[config.mk]
export PLATFORM = sky130hd
export DESIGN_NAME = adm_fifo
export DESIGN_NICKNAME = d
export VERILOG_FILES = /design/src/rtl/adm_fifo.sv
export SDC_FILE = /design/constraint.sdc
export NUM_CORES = 1
export LEC_CHECK = 0
export ABC_CLOCK_PERIOD_IN_PS = 1450
export BUFFER_PORTS_ARGS = -buffer_cell sky130_fd_sc_hd__buf_4
export CAP_MARGIN = 20
export CORE_AREA = 2 2 39 41
export CTS_BUF_LIST = sky130_fd_sc_hd__clkbuf_4 sky130_fd_sc_hd__clkbuf_8 sky130_fd_sc_hd__clkbuf_16
export CTS_CLUSTER_DIAMETER = 80
export CTS_CLUSTER_SIZE = 14
export DETAILED_ROUTE_END_ITERATION = 16
export DIE_AREA = 0 0 41 43
export PLACE_DENSITY = 0.41
export SETUP_SLACK_MARGIN = 0.5
export SYNTH_ARGS = -nofsm -noshare
export SYNTH_HDL_FRONTEND = slang
export SYNTH_SLANG_ARGS = --single-unit
[constraint.sdc]
create_clock -name clock -period 1.45 [get_ports clock]
set_clock_uncertainty 0.1 [all_clocks]
set_input_delay 0 -clock clock [delete_from_list [all_inputs] [get_ports clock]]
set_output_delay 0 -clock clock [all_outputs]
set_load 0.005 [all_outputs]
[src/rtl/adm_fifo.sv]
`timescale 1ns / 1ps
`default_nettype none

module adm_fifo #(
   parameter type word_type = logic,
   parameter int  DEPTH     = 2
) (
   input  wire logic     clock,
   input  wire logic     reset,
   input  wire logic     push,
   output logic          full,
   input  wire word_type wr_word,
   input  wire logic     pop,
   output logic          empty,
   output word_type      rd_word
);

   localparam int PTR_W = (DEPTH > 1) ? $clog2(DEPTH) : 1;
   localparam int CNT_W = $clog2(DEPTH + 1);

   word_type             slot_ff [DEPTH];
   logic [PTR_W-1:0]     wr_ptr_ff, wr_ptr_in;
   logic [PTR_W-1:0]     rd_ptr_ff, rd_ptr_in;
   logic [CNT_W-1:0]     count_ff, count_in;
   logic                 do_wr, do_rd;

   assign full    = (count_ff == CNT_W'(DEPTH));
   assign empty   = (count_ff == '0);
   assign rd_word = slot_ff[rd_ptr_ff];
   assign do_wr   = push && !full;
   assign do_rd   = pop && !empty;

   always_comb begin
      wr_ptr_in = wr_ptr_ff;
      rd_ptr_in = rd_ptr_ff;
      count_in  = count_ff;
      if (do_wr) begin
         wr_ptr_in = (wr_ptr_ff == PTR_W'(DEPTH - 1)) ? '0 : wr_ptr_ff + 1'b1;
      end
      if (do_rd) begin
         rd_ptr_in = (rd_ptr_ff == PTR_W'(DEPTH - 1)) ? '0 : rd_ptr_ff + 1'b1;
      end
      if (do_wr && !do_rd) begin
         count_in = count_ff + 1'b1;
      end else if (do_rd && !do_wr) begin
         count_in = count_ff - 1'b1;
      end
   end

   always_ff @(posedge clock) begin
      if (reset) begin
         wr_ptr_ff <= '0;
         rd_ptr_ff <= '0;
         count_ff  <= '0;
      end else begin
         wr_ptr_ff <= wr_ptr_in;
         rd_ptr_ff <= rd_ptr_in;
         count_ff  <= count_in;
      end
   end

   always_ff @(posedge clock) begin
      if (do_wr) begin
         slot_ff[wr_ptr_ff] <= wr_word;
      end
   end

endmodule

`default_nettype wire

# Word-level counts from Yosys, hierarchy flattened
# Memory sizes are Yosys's and may differ from the RTL's. A register that Yosys moved wholly into a read port is not among the register bits.
# Index checks and enable logic that the tools add are counted.
# Widths: inputs -> output; s select.
classes:
  addsub: 4
  eq_ne: 1
  n_mux: 8
  reduce_logical: 10
ops:
  columns: ["operator", "n"]
  rows:
  - ["$mux 1", 6]
  - ["$logic_and 1x1->1", 4]
  - ["$logic_not 1->1", 4]
  - ["$mux 2", 2]
  - ["$add 1x1->1 const B", 2]
  - ["$add 2x1->2 const B", 1]
  - ["$eq 2x2->1 const B", 1]
  - ["$logic_not 2->1", 1]
  - ["$reduce_bool 2->1", 1]
  - ["$sub 2x1->2 const B", 1]
totals:
  ff_bits: 4
  ramBits: 2
  in_bits: 5
  output_inout_bits: 3
  memories: 1
mem_list:
  columns: ["memory", "words", "width", "rd", "rd_clocked_by_memory_dff", "wr", "line_no", "rtl"]
  rows:
  - ["slot_ff", 2, 1, 1, 1, 1, "21", "word_type slot_ff [DEPTH];"]

# Longest topological paths before layout
# Gate-level depths: netlist of run 1.
depth:
  word_depth: 7
  depth_mapped: 6

# Worst setup path after synthesis of run 1
# No wires, ideal clock.
synth_timing:
  kind: "register -> register"
  from: "reg count_ff[1]"
  to: "reg count_ff[1]"
  arrival_ps: 1351
  required_time_ps: 1280
  path_slack_ps: -71
  stages_incl_launch_ff: 6
  synth_period_minus_slack_ps: 1521
  cell_sequence: "dfxtp_1 nor2b_2 nor2_1 ha_1 or3_1 a21oi_1"
synth_via:
  elab_chain_len: 6
  elab_cells_between_ends: 15
synth_rtl:
  columns: ["item", "line_no", "rtl"]
  rows:
  - ["from (decl)", "24", "logic [CNT_W-1:0] count_ff, count_in;"]
  - ["from (signal assigned)", "58", "count_ff <= count_in;"]
  - ["$eq 2x2->1 *", "27", "assign full = (count_ff == CNT_W'(DEPTH));"]
  - ["via full", "11", "output logic full,"]
  - ["$logic_not 1->1 *", "30", "assign do_wr = push && !full;"]
  - ["$logic_and 1x1->1 *", "30", null]
  - ["$logic_not 1->1", "45", "end else if (do_rd && !do_wr) begin"]
  - ["$logic_and 1x1->1", "45", null]
  - ["$reduce_bool 2->1 (no source line)", null, null]
# The timed path passes the listed nets; every way through them passes the cells marked *. The select of a mux whose other input is x is not followed.
# A chain may end at the register's enable or synchronous reset.

# Final worst setup path of run 1
layout_timing:
  from: "reg count_ff[1]"
  to: "reg count_ff[1]"
layout_via:
  elab_chain_len: 6
  elab_cells_between_ends: 15
layout_rtl:
  columns: ["item", "line_no"]
  rows:
  - ["$eq 2x2->1 or $logic_not 2->1 (tied branches)", "27, 28"]
  - ["$logic_not 1->1, on equally long branches", "30, 31"]
  - ["$logic_and 1x1->1, on equally long branches", "30, 31"]
  - ["$logic_not 1->1, on equally long branches", "45, 43"]
  - ["$logic_and 1x1->1, on equally long branches", "45, 43"]
  - ["$reduce_bool 2->1 (no source line) or $mux 2 (tied branches)", null]
# Several ways; a longest one is shown, not always the timed one. The select of a mux whose other input is x is not followed.

==> summary.md, run 1 <==
| Metric | Value |
|---|---|
| Post-DP HPWL | `420.9 um` |
| Drt pass-1 iters | `1` |
| Most frequent cells in the layout | `buf_4, buf_6, clkbuf_4` |
| Violations in the final reports | `negative setup slack` |
| CP Class | `register to register` |
| Critical-path cell with the highest stage delay | `or3_1` |
| Commonest non-fill, non-tap cell in the layout | `buf_4` |
| Combined global-route utilization of all metal layers | `10.70%` |
| CTS Root Cell | `clkbuf_4` |
| Avg Synthesized Cell Area | `10.32 um2` |
| Number of buffers added on ports | `7` |
| Count of synthesis-stage warnings from yosys | `0` |
| Number of CTS-inserted buffers | `3` |
| Count of fill cells added during filler insertion | `138` |
| Area of the die | `0.001763 mm2` |
| Max Buffers Root-to-Sink | `2` |
| Largest net degree at the start of global routing | `6` |
| Gate Count Post-Synth | `28` |
| Hold violation total from the final report | `0` |
| Fin area | `530.5 um2` |
| Final routed DRC violation total | `0` |
| Maximum fanout encountered on the critical timing path | `3` |
| First-pass GRT wire length | `1.131 mm` |
| Number of antenna cells inserted | `0` |
| Worst Slack Setup Final | `-0.03423 ns` |
| Power per Cell Area | `1967 mW/mm2` |
| Slew Limit Headroom | `83.88%` |
| First DRT Iteration DRCs | `0` |
| Distinct cells, synth | `12` |
| Max-cap check violation count | `0` |
| Run status | `complete, but fails checks` |
| Peak Freq | `673.8 MHz` |
| Grt ovf | `0` |
| Dominant cell type by area after synthesis | `dfxtp_1` |
| Placement Setup Slack | `-0.03983 ns` |
| Worst slew pin tran | `0.2392 ns` |
| Number of placement rows | `14` |
| RSZ-0062 raised after global routing | `true` |
| Area of the core | `0.001384 mm2` |
| Htree depth | `1` |
| Reg clk slew, reported paths | `0.05 ns` |
| Number of nets at the end of the flow | `55` |
| TritonCTS Sinks | `7` |
| Flip-flop and latch count after synthesis | `7` |
| Via count normalized by instance count | `4.266` |
| Total nets after synthesis | `34` |
| Largest cells by area after synthesis | `dfxtp_1, edfxtp_1, xor2_1` |
| R2R Path Start | `count_ff[1]` |
| Min Tclk post-route | `1.484 ns` |
| Arr. time, crit path | `1.57 ns` |
| P&R area growth vs syn | `83.55%` |
| Crit share post-route | `102.4%` |
| Weighted congestion reported at the end of routability-driven placement | `0.7188` |
| Vias in the first global route | `288` |
| Hold Path Class | `primary input to register` |
| Routed via count | `273` |
| Die width | `41 um` |
| Initial Util | `20.89%` |
| Biggest cell delay along the critical path | `0.36 ns` |
| I/O pin cnt | `8` |
| Number of antenna violations at the first check in global routing | `0` |
| Post-detailed-route wirelength per cell | `10.23 um` |
| Start point of the critical path | `count_ff[1]` |
| Synth top area share | `34.63%` |
| Drt total wl | `655 um` |
| Total leakage power | `0.0002313 uW` |
| Startpoint class of the critical path | `register` |
| Nature of the critical path endpoint | `register` |
| Placed standard-cell area | `399.1 um2` |
| Finish-stage setup viols | `2` |
| Die outline height | `43 um` |
| Synth Cell Area | `289.0 um2` |
| Pins over their slew limit | `0` |
| Register area share after synthesis | `55.41%` |
| CP required | `1.54 ns` |
| Antenna-violating nets left | `0` |
| Clock tree from TritonCTS | `done` |
| Clk_lat worst skew | `0.26 ns` |
| Maximum vdd ir drop | `0.7748 mV` |
| Min-delay src | `push` |
| Cells along the critical path | `nor2b_4 -> nor2_2 -> ha_4 -> or3_1 -> a21oi_2` |
| Proportion of layout cells with a drive suffix above 1 | `62.50%` |
| Total power draw | `1043 uW` |
worst max-delay path: cells and delay by family, from the launching register on:
family                   cells  cell delay (ns)
AO/OA/AOI/OAI                1             0.12
adder cells (fa/ha/maj)      1             0.23
flip-flops                   1             0.33
AND/OR/NAND/NOR              3             0.64
metal layers:
metal	vias up	share of wire [%]	global-route usage, %
met5	-	0	0
met4	0	6.1	14.00
met3	5	5.5	3.141
met2	8	51	14.69
met1	127	37	10.46
li1	133	-	-
kinds of logic (layout without fill, tap and decap cells):
group           after synthesis  in the layout  share of synthesized area, %
mux                           1              1                         3.896
compound gates                5              5                         8.657
flops                         7              7                         55.41
fa+ha+maj                     1              1                         4.328
buf+inv                       2             22                         2.598
simple gates                  9              9                         16.02
xor+xnor                      3              3                         9.093
what timing repair did:
action | in CTS | in global routing
endpoints found under the hold margin | 7 | 0
resized for setup | 10 | 6
endpoints found under the setup margin | 10 | 10
hold buffers | 2 | 0
pin swaps | 4 | 1
setup buffers | 1 | 2
synth_stat cells:
cell type and count:
dfxtp_1 5, nor2_1 5, o21ai_0 3, xor2_1 3, a21oi_1 2, edfxtp_1 2
inv_1 2, or3_1 2, and2_1 1, ha_1 1, mux2_2 1, nor2b_2 1
power by group:
group          switching [uW]  internal [uW]  total (uW)
clock network            77.3            124         201
registers                44.6            272         317
logic                     198            328         526
per-stage QoR:
| step | std cells | setup TNS [ns] | utilization [%] | hold slack [ns] |
|---|---|---|---|---|
| floorplan | 28 | -0.02016 | - | -0.03835 |
| global placement | 55 | -0.01846 | 28.84 | 0.08674 |
| detailed placement | 55 | -0.03983 | 28.84 | 0.08899 |
| CTS | 62 | -0.009845 | 35.80 | 0.04104 |
| global route | 64 | -0.1635 | 38.34 | 0.1284 |
| finish | 64 | -0.03848 | 38.34 | 0.07989 |
final cells by class:
cell class | instances | area, um2 | area share [%]
sequential | 7 | 165.2 | 31.13
multi-input combinational | 19 | 163.9 | 30.90
timing repair buffer | 16 | 143.9 | 27.12
clock buffer | 4 | 30.03 | 5.660
tap | 16 | 20.02 | 3.774
inverter | 2 | 7.507 | 1.415
worst paths after layout:
| check | to | slack [ns] | cells past startpoint |
|---|---|---|---|
| max reg2reg | count_ff[1] | -0.03 | 5 |
| max | count_ff[1] | -0.03 | 5 |
| min reg2reg | register | 0.41 | 2 |
| min | wr_ptr_ff | 0.08 | 4 |
Note: power is estimated with default switching activity, not from simulation.
==> run 2, diff against run 1 <==
Settings changed: GPL_TIMING_DRIVEN set to 0.
==> run 2 against run 1 <==
Net effect:
- via count decreased by 5.5%
- register-to-register slack got worse by 0.04 ns
- worst setup slack got worse by 0.037 ns
- first-iteration DRC count increased by 2
- maximum frequency decreased by 2.4%
- flip-flop and latch count unchanged
- total power decreased by 5.3%
- wire length decreased by 1.1%
- the run still ends with negative setup slack left
- utilization decreased by 1.6 points
- count of clock-buffer cells in the layout unchanged
==> summary.md, run 2 (same netlist as run 1, synthesis figures left out) <==
| Metric | Value |
|---|---|
| Most frequent cells in the layout | `buf_4, nor2_1, clkbuf_4 (was buf_4, buf_6, clkbuf_4)` |
| Worst Slack Setup Final | `-0.07101 ns (was -0.03423 ns)` |
| Vias in the first global route | `230 (was 288)` |
| Top layer reached by signal wires | `met4 (unchanged)` |
| Finish-stage setup viols | `2 (unchanged)` |
| Violations in the final reports | `negative setup slack (unchanged)` |
| Area of the die | `0.001763 mm2 (unchanged)` |
| Count of fill cells added during filler insertion | `146 (was 138)` |
| Min Tclk post-route | `1.521 ns (was 1.484 ns)` |
| Met2 WL | `347 um (was 334 um)` |
| First DRT Iteration DRCs | `2 (was 0)` |
| Total leakage power | `0.0002176 uW (was 0.0002313 uW)` |
| Antenna-violating nets left | `0 (unchanged)` |
| Commonest non-fill, non-tap cell in the layout | `buf_4 (unchanged)` |
| I/O pin cnt | `8 (unchanged)` |
| Placement Setup Slack | `-0.1303 ns (was -0.03983 ns)` |
| CP required | `1.54 ns (about the same)` |
| Maximum fanout encountered on the critical timing path | `5 (was 3)` |
| Htree depth | `1 (unchanged)` |
| Power per Cell Area | `1945 mW/mm2 (was 1967 mW/mm2)` |
| Crit share post-route | `104.9% (was 102.4%)` |
| Number of placement rows | `14 (unchanged)` |
| Clk_lat worst skew | `0.26 ns (about the same)` |
| Final routed DRC violation total | `0 (unchanged)` |
| Number of buffers added on ports | `7 (unchanged)` |
| Slew Limit Headroom | `83.87% (was 83.88%)` |
| CTS Root Cell | `clkbuf_4 (unchanged)` |
| Die outline height | `43 um (unchanged)` |
| Grt ovf | `0 (unchanged)` |
| Startpoint class of the critical path | `register (unchanged)` |
| Routed via count | `258 (was 273)` |
| Proportion of layout cells with a drive suffix above 1 | `60.00% (was 62.50%)` |
| RSZ-0062 raised after global routing | `true (unchanged)` |
| P&R area growth vs syn | `75.76% (was 83.55%)` |
| Drt pass-1 iters | `4 (was 1)` |
| Placed standard-cell area | `369.1 um2 (was 399.1 um2)` |
| Number of nets at the end of the flow | `52 (was 55)` |
| Post-detailed-route wirelength per cell | `10.62 um (was 10.23 um)` |
| Post-DP HPWL | `402.6 um (was 420.9 um)` |
| Number of antenna cells inserted | `0 (unchanged)` |
| Detailed route wirelength on metal3 | `40 um (was 36 um)` |
| Area of the core | `0.001384 mm2 (unchanged)` |
| Max Buffers Root-to-Sink | `2 (unchanged)` |
| Initial Util | `20.89% (unchanged)` |
| Pins over their slew limit | `0 (unchanged)` |
| Worst slew pin tran | `0.2394 ns (was 0.2392 ns)` |
| Combined global-route utilization of all metal layers | `8.468% (was 10.70%)` |
| Number of antenna violations at the first check in global routing | `0 (unchanged)` |
| First-pass GRT wire length | `910 um (was 1.131 mm)` |
| CP Class | `register to register (unchanged)` |
| Clock tree from TritonCTS | `done (unchanged)` |
| Peak Freq | `657.5 MHz (was 673.8 MHz)` |
| Largest net degree at the start of global routing | `6 (unchanged)` |
| Total power draw | `988.2 uW (was 1043 uW)` |
| Maximum vdd ir drop | `0.6147 mV (was 0.7748 mV)` |
| Arr. time, crit path | `1.61 ns (was 1.57 ns)` |
| Reg clk slew, reported paths | `0.06 ns (was 0.05 ns)` |
| TritonCTS Sinks | `7 (unchanged)` |
| Run status | `complete, but fails checks (unchanged)` |
| Summed negative setup slack over all endpoints | `-0.1252 ns (was -0.03848 ns)` |
| Drt total wl | `648 um (was 655 um)` |
| Hold violation total from the final report | `0 (unchanged)` |
| Detailed-routing wirelength on met1 | `251 um (was 244 um)` |
| Hold slack final | `0.04329 ns (was 0.07989 ns)` |
| Die width | `41 um (unchanged)` |
| Hold Path Class | `primary input to register (unchanged)` |
| Nature of the critical path endpoint | `register (unchanged)` |
| Max-cap check violation count | `0 (unchanged)` |
| Fin area | `508.0 um2 (was 530.5 um2)` |
| Number of CTS-inserted buffers | `3 (unchanged)` |
| Weighted congestion reported at the end of routability-driven placement | `0.7612 (was 0.7188)` |
| Via count normalized by instance count | `4.230 (was 4.266)` |
[run 2: power by group]
part | internal (uW) | switching [uW] | leakage, uW | total, uW
Combinational | 277 | 175 | 0.000138 | 452
Clock | 124 | 78.1 | 0.0000184 | 202
Sequential | 277 | 56.6 | 0.0000613 | 334
Total | 678 | 310 | 0.000218 | 988
[run 2: repair_timing]
item,CTS,global route
hold buffers,2,0
pin swaps,2,1
setup endpoints to repair,9,10
hold endpoints to repair,7,0
buffers inserted,2,2
gates resized for setup,3,12
[run 2: cell type report]
class,instances,area (um2),area share [%]
Inverter,2,7.507,1.478
Multi-Input combinational cell,19,168.9,33.25
Tap cell,16,20.02,3.941
Clock buffer,4,30.03,5.911
Timing Repair Buffer,13,113.9,22.41
Sequential cell,7,167.7,33.00
[run 2: worst paths after layout]
check,from,end,slack [ns],cells after the start
hold reg to reg,rd_ptr_ff,rd_ptr_ff,0.42,2
hold / removal,pop,rd_ptr_ff,0.04,4
setup / recovery,count_ff[1],count_ff[1],-0.07,6
setup reg to reg,count_ff[1],count_ff[1],-0.07,6
[run 2: layer usage]
metal | up-vias | GRT usage, %
li1 | 128 | -
met5 | - | 0
met2 | 9 | 11.25
met4 | 0 | 10.00
met3 | 2 | 3.141
met1 | 119 | 8.795
[run 2: critical path: stages, from the launching register on]
cell     delay [ns]
dfxtp_4        0.36
nor2b_4        0.18
nor2_4         0.06
ha_4           0.15
xor2_1         0.14
or3_1          0.33
a21oi_2        0.13
[run 2: per-stage QoR]
stage               utilization, %  std cells
global placement             26.67         51
global route                 36.71         61
floorplan                        -         28
CTS                          32.10         59
detailed placement           26.67         51
finish                       36.71         61
==> run 3, diff against run 2 <==
Settings changed: ABC_CLOCK_PERIOD_IN_PS 1450 to 1300.
Clock period 1.45 ns to 1.3 ns, I/O delays scaled along.
==> run 3 against run 2 <==
Net effect:
- cell count rose by 1.6%
- cell area rose by 3.2%
- the flow still finishes with violations (negative setup slack)
- via count fell by 2.7%
- total power rose by 15%
- wire length fell by 2.0%
- utilization rose by 1.2 points
- clock power rose by 11%
==> summary.md, run 3 (same netlist as run 1, synthesis figures left out) <==
| Metric | Value |
|---|---|
| Grt ovf | `0 (unchanged)` |
| CP required | `1.38 ns (was 1.54 ns)` |
| Placed standard-cell area | `369.1 um2 (unchanged)` |
| RSZ-0062 raised after global routing | `true (unchanged)` |
| Clock tree from TritonCTS | `done (unchanged)` |
| Cells along the critical path | `nor2b_4 -> nor2_4 -> ha_4 -> xor2_2 -> or3_1 -> a21oi_2 (was nor2b_4 -> nor2_4 -> ha_4 -> xor2_1 -> or3_1 -> a21oi_2)` |
| Slew Limit Headroom | `81.86% (was 83.87%)` |
| Combined global-route utilization of all metal layers | `8.871% (was 8.468%)` |
| Finish-stage setup viols | `4 (was 2)` |
| Run status | `complete, but fails checks (unchanged)` |
| Met1 Use GR | `8.795% (unchanged)` |
| Biggest cell delay along the critical path | `0.36 ns (about the same)` |
| Final routed DRC violation total | `0 (unchanged)` |
| Worst slew pin tran | `0.2693 ns (was 0.2394 ns)` |
| Clk_lat worst skew | `0.25 ns (was 0.26 ns)` |
| Weighted congestion reported at the end of routability-driven placement | `0.7611 (was 0.7612)` |
| Critical-path cell with the highest stage delay | `dfxtp_4 (unchanged)` |
| Htree depth | `1 (unchanged)` |
| Arr. time, crit path | `1.60 ns (was 1.61 ns)` |
| Routed via count | `251 (was 258)` |
| Vias in the first global route | `243 (was 230)` |
| Total leakage power | `0.0002224 uW (was 0.0002176 uW)` |
| Maximum fanout encountered on the critical timing path | `5 (unchanged)` |
| Post-detailed-route wirelength per cell | `10.24 um (was 10.62 um)` |
| Initial Util | `20.89% (unchanged)` |
| Pins over their slew limit | `0 (unchanged)` |
| Hold violation total from the final report | `0 (unchanged)` |
| Hold Path Class | `primary input to register (unchanged)` |
| First-pass GRT wire length | `959 um (was 910 um)` |
| Die width | `41 um (unchanged)` |
| Number of antenna cells inserted | `0 (unchanged)` |
| Area of the die | `0.001763 mm2 (unchanged)` |
| Worst Slack Setup Final | `-0.2198 ns (was -0.07101 ns)` |
| Met3 usage in global routing | `3.141% (unchanged)` |
| Max-cap check violation count | `0 (unchanged)` |
| Startpoint class of the critical path | `register (unchanged)` |
| Violations in the final reports | `negative setup slack (unchanged)` |
| Number of antenna violations at the first check in global routing | `0 (unchanged)` |
| Number of placement rows | `14 (unchanged)` |
| Drt pass-1 iters | `1 (was 4)` |
| Max Buffers Root-to-Sink | `2 (unchanged)` |
| Area of the core | `0.001384 mm2 (unchanged)` |
| Min Tclk post-route | `1.520 ns (was 1.521 ns)` |
| Power per Cell Area | `2168 mW/mm2 (was 1945 mW/mm2)` |
| Most crowded layer after global routing | `met2 (unchanged)` |
| Most frequent cells in the layout | `buf_4, nor2_1, clkbuf_4, buf_6, dfxtp_1 (was buf_4, nor2_1, clkbuf_4)` |
| Largest net degree at the start of global routing | `6 (unchanged)` |
| Maximum vdd ir drop | `0.6896 mV (was 0.6147 mV)` |
| Reg clk slew, reported paths | `0.06 ns (about the same)` |
| Number of CTS-inserted buffers | `3 (unchanged)` |
| Crit share post-route | `116.9% (was 104.9%)` |
| Post-DP HPWL | `402.6 um (unchanged)` |
| Die outline height | `43 um (unchanged)` |
| Antenna-violating nets left | `0 (unchanged)` |
| P&R area growth vs syn | `81.39% (was 75.76%)` |
| Commonest non-fill, non-tap cell in the layout | `buf_4 (unchanged)` |
| Number of buffers added on ports | `7 (unchanged)` |
| Number of nets at the end of the flow | `53 (was 52)` |
| I/O pin cnt | `8 (unchanged)` |
| CP Class | `register to register (unchanged)` |
| TritonCTS Sinks | `7 (unchanged)` |
| Nature of the critical path endpoint | `register (unchanged)` |
| Via count normalized by instance count | `4.048 (was 4.230)` |
| Placement Setup Slack | `-0.2803 ns (was -0.1303 ns)` |
| Proportion of layout cells with a drive suffix above 1 | `60.87% (was 60.00%)` |
| First DRT Iteration DRCs | `0 (was 2)` |
| CTS Root Cell | `clkbuf_4 (unchanged)` |
| Peak Freq | `658.0 MHz (was 657.5 MHz)` |
| Fin area | `524.3 um2 (was 508.0 um2)` |
| Drt total wl | `635 um (was 648 um)` |
| Met2 layer usage reported by global route | `12.50% (was 11.25%)` |
## run 3: changes by cell type in the layout (fill, tap and decap cells not counted)
cell,change
and2_1,+1
and2_4,-1
buf_6,+1
xor2_1,-1
xor2_2,+1
## run 3: path summary, 6_finish.rpt
path                    start           to  slack (ns)  depth (start not counted)
setup / recovery  count_ff[1]  count_ff[1]       -0.22                          6
hold / removal            pop     register        0.05                          4
setup reg to reg  count_ff[1]  count_ff[1]       -0.22                          6
hold reg to reg     wr_ptr_ff    wr_ptr_ff        0.41                          2
## run 3: worst max-delay path: cells and delay by family, from the launching register on
kind | cells | cell delay, ns
AOI/OAI and AO/OA | 1 | 0.14
xor gates and xnor gates | 1 | 0.13
DFF | 1 | 0.36
adders and majority gates | 1 | 0.16
and+or+nand+nor | 3 | 0.56
## run 3: per-layer routing
metal  wire (um)  vias up
met5           0        -
met4           0        0
met3          34        0
met2         349        5
met1         251      117
li1            -      129
## run 3: layout make-up
class / count / area (um2)
clock buffers: 4 / 30.03
repair buffers: 14 / 125.1
multi-input cells: 19 / 173.9
inverters: 2 / 7.507
well taps: 16 / 20.02
flip-flops and latches: 7 / 167.7
fillers: 146 / 859.6
## run 3: timing repair
action / 4_1_cts / 5_1_grt
buffers inserted: 3 / 2
setup endpoints to repair: 10 / 10
pin swaps: 2 / 3
hold buffers: 2 / 0
gates resized for setup: 4 / 12
hold endpoints to repair: 7 / 0
## run 3: power breakdown
| group | total, uW | internal, uW | switching, uW |
|---|---|---|---|
| registers | 364 | 309 | 54.8 |
| logic | 548 | 336 | 212 |
| clock network | 225 | 138 | 86.8 |
| total | 1140 | 783 | 353 |
## run 3: per-stage QoR
stage	instances	power, uW	setup TNS [ns]	hold WS (ns)	utilization (%)
floorplan	28	552.0	-0.1702	-0.03835	-
global placement	51	651.7	-0.2088	0.08666	26.67
detailed placement	51	670.1	-0.2931	0.08946	26.67
CTS	60	986.1	-0.3523	0.02641	32.82
global route	62	1213	-0.7489	0.08470	37.88
finish	62	1137	-0.5880	0.04844	37.88
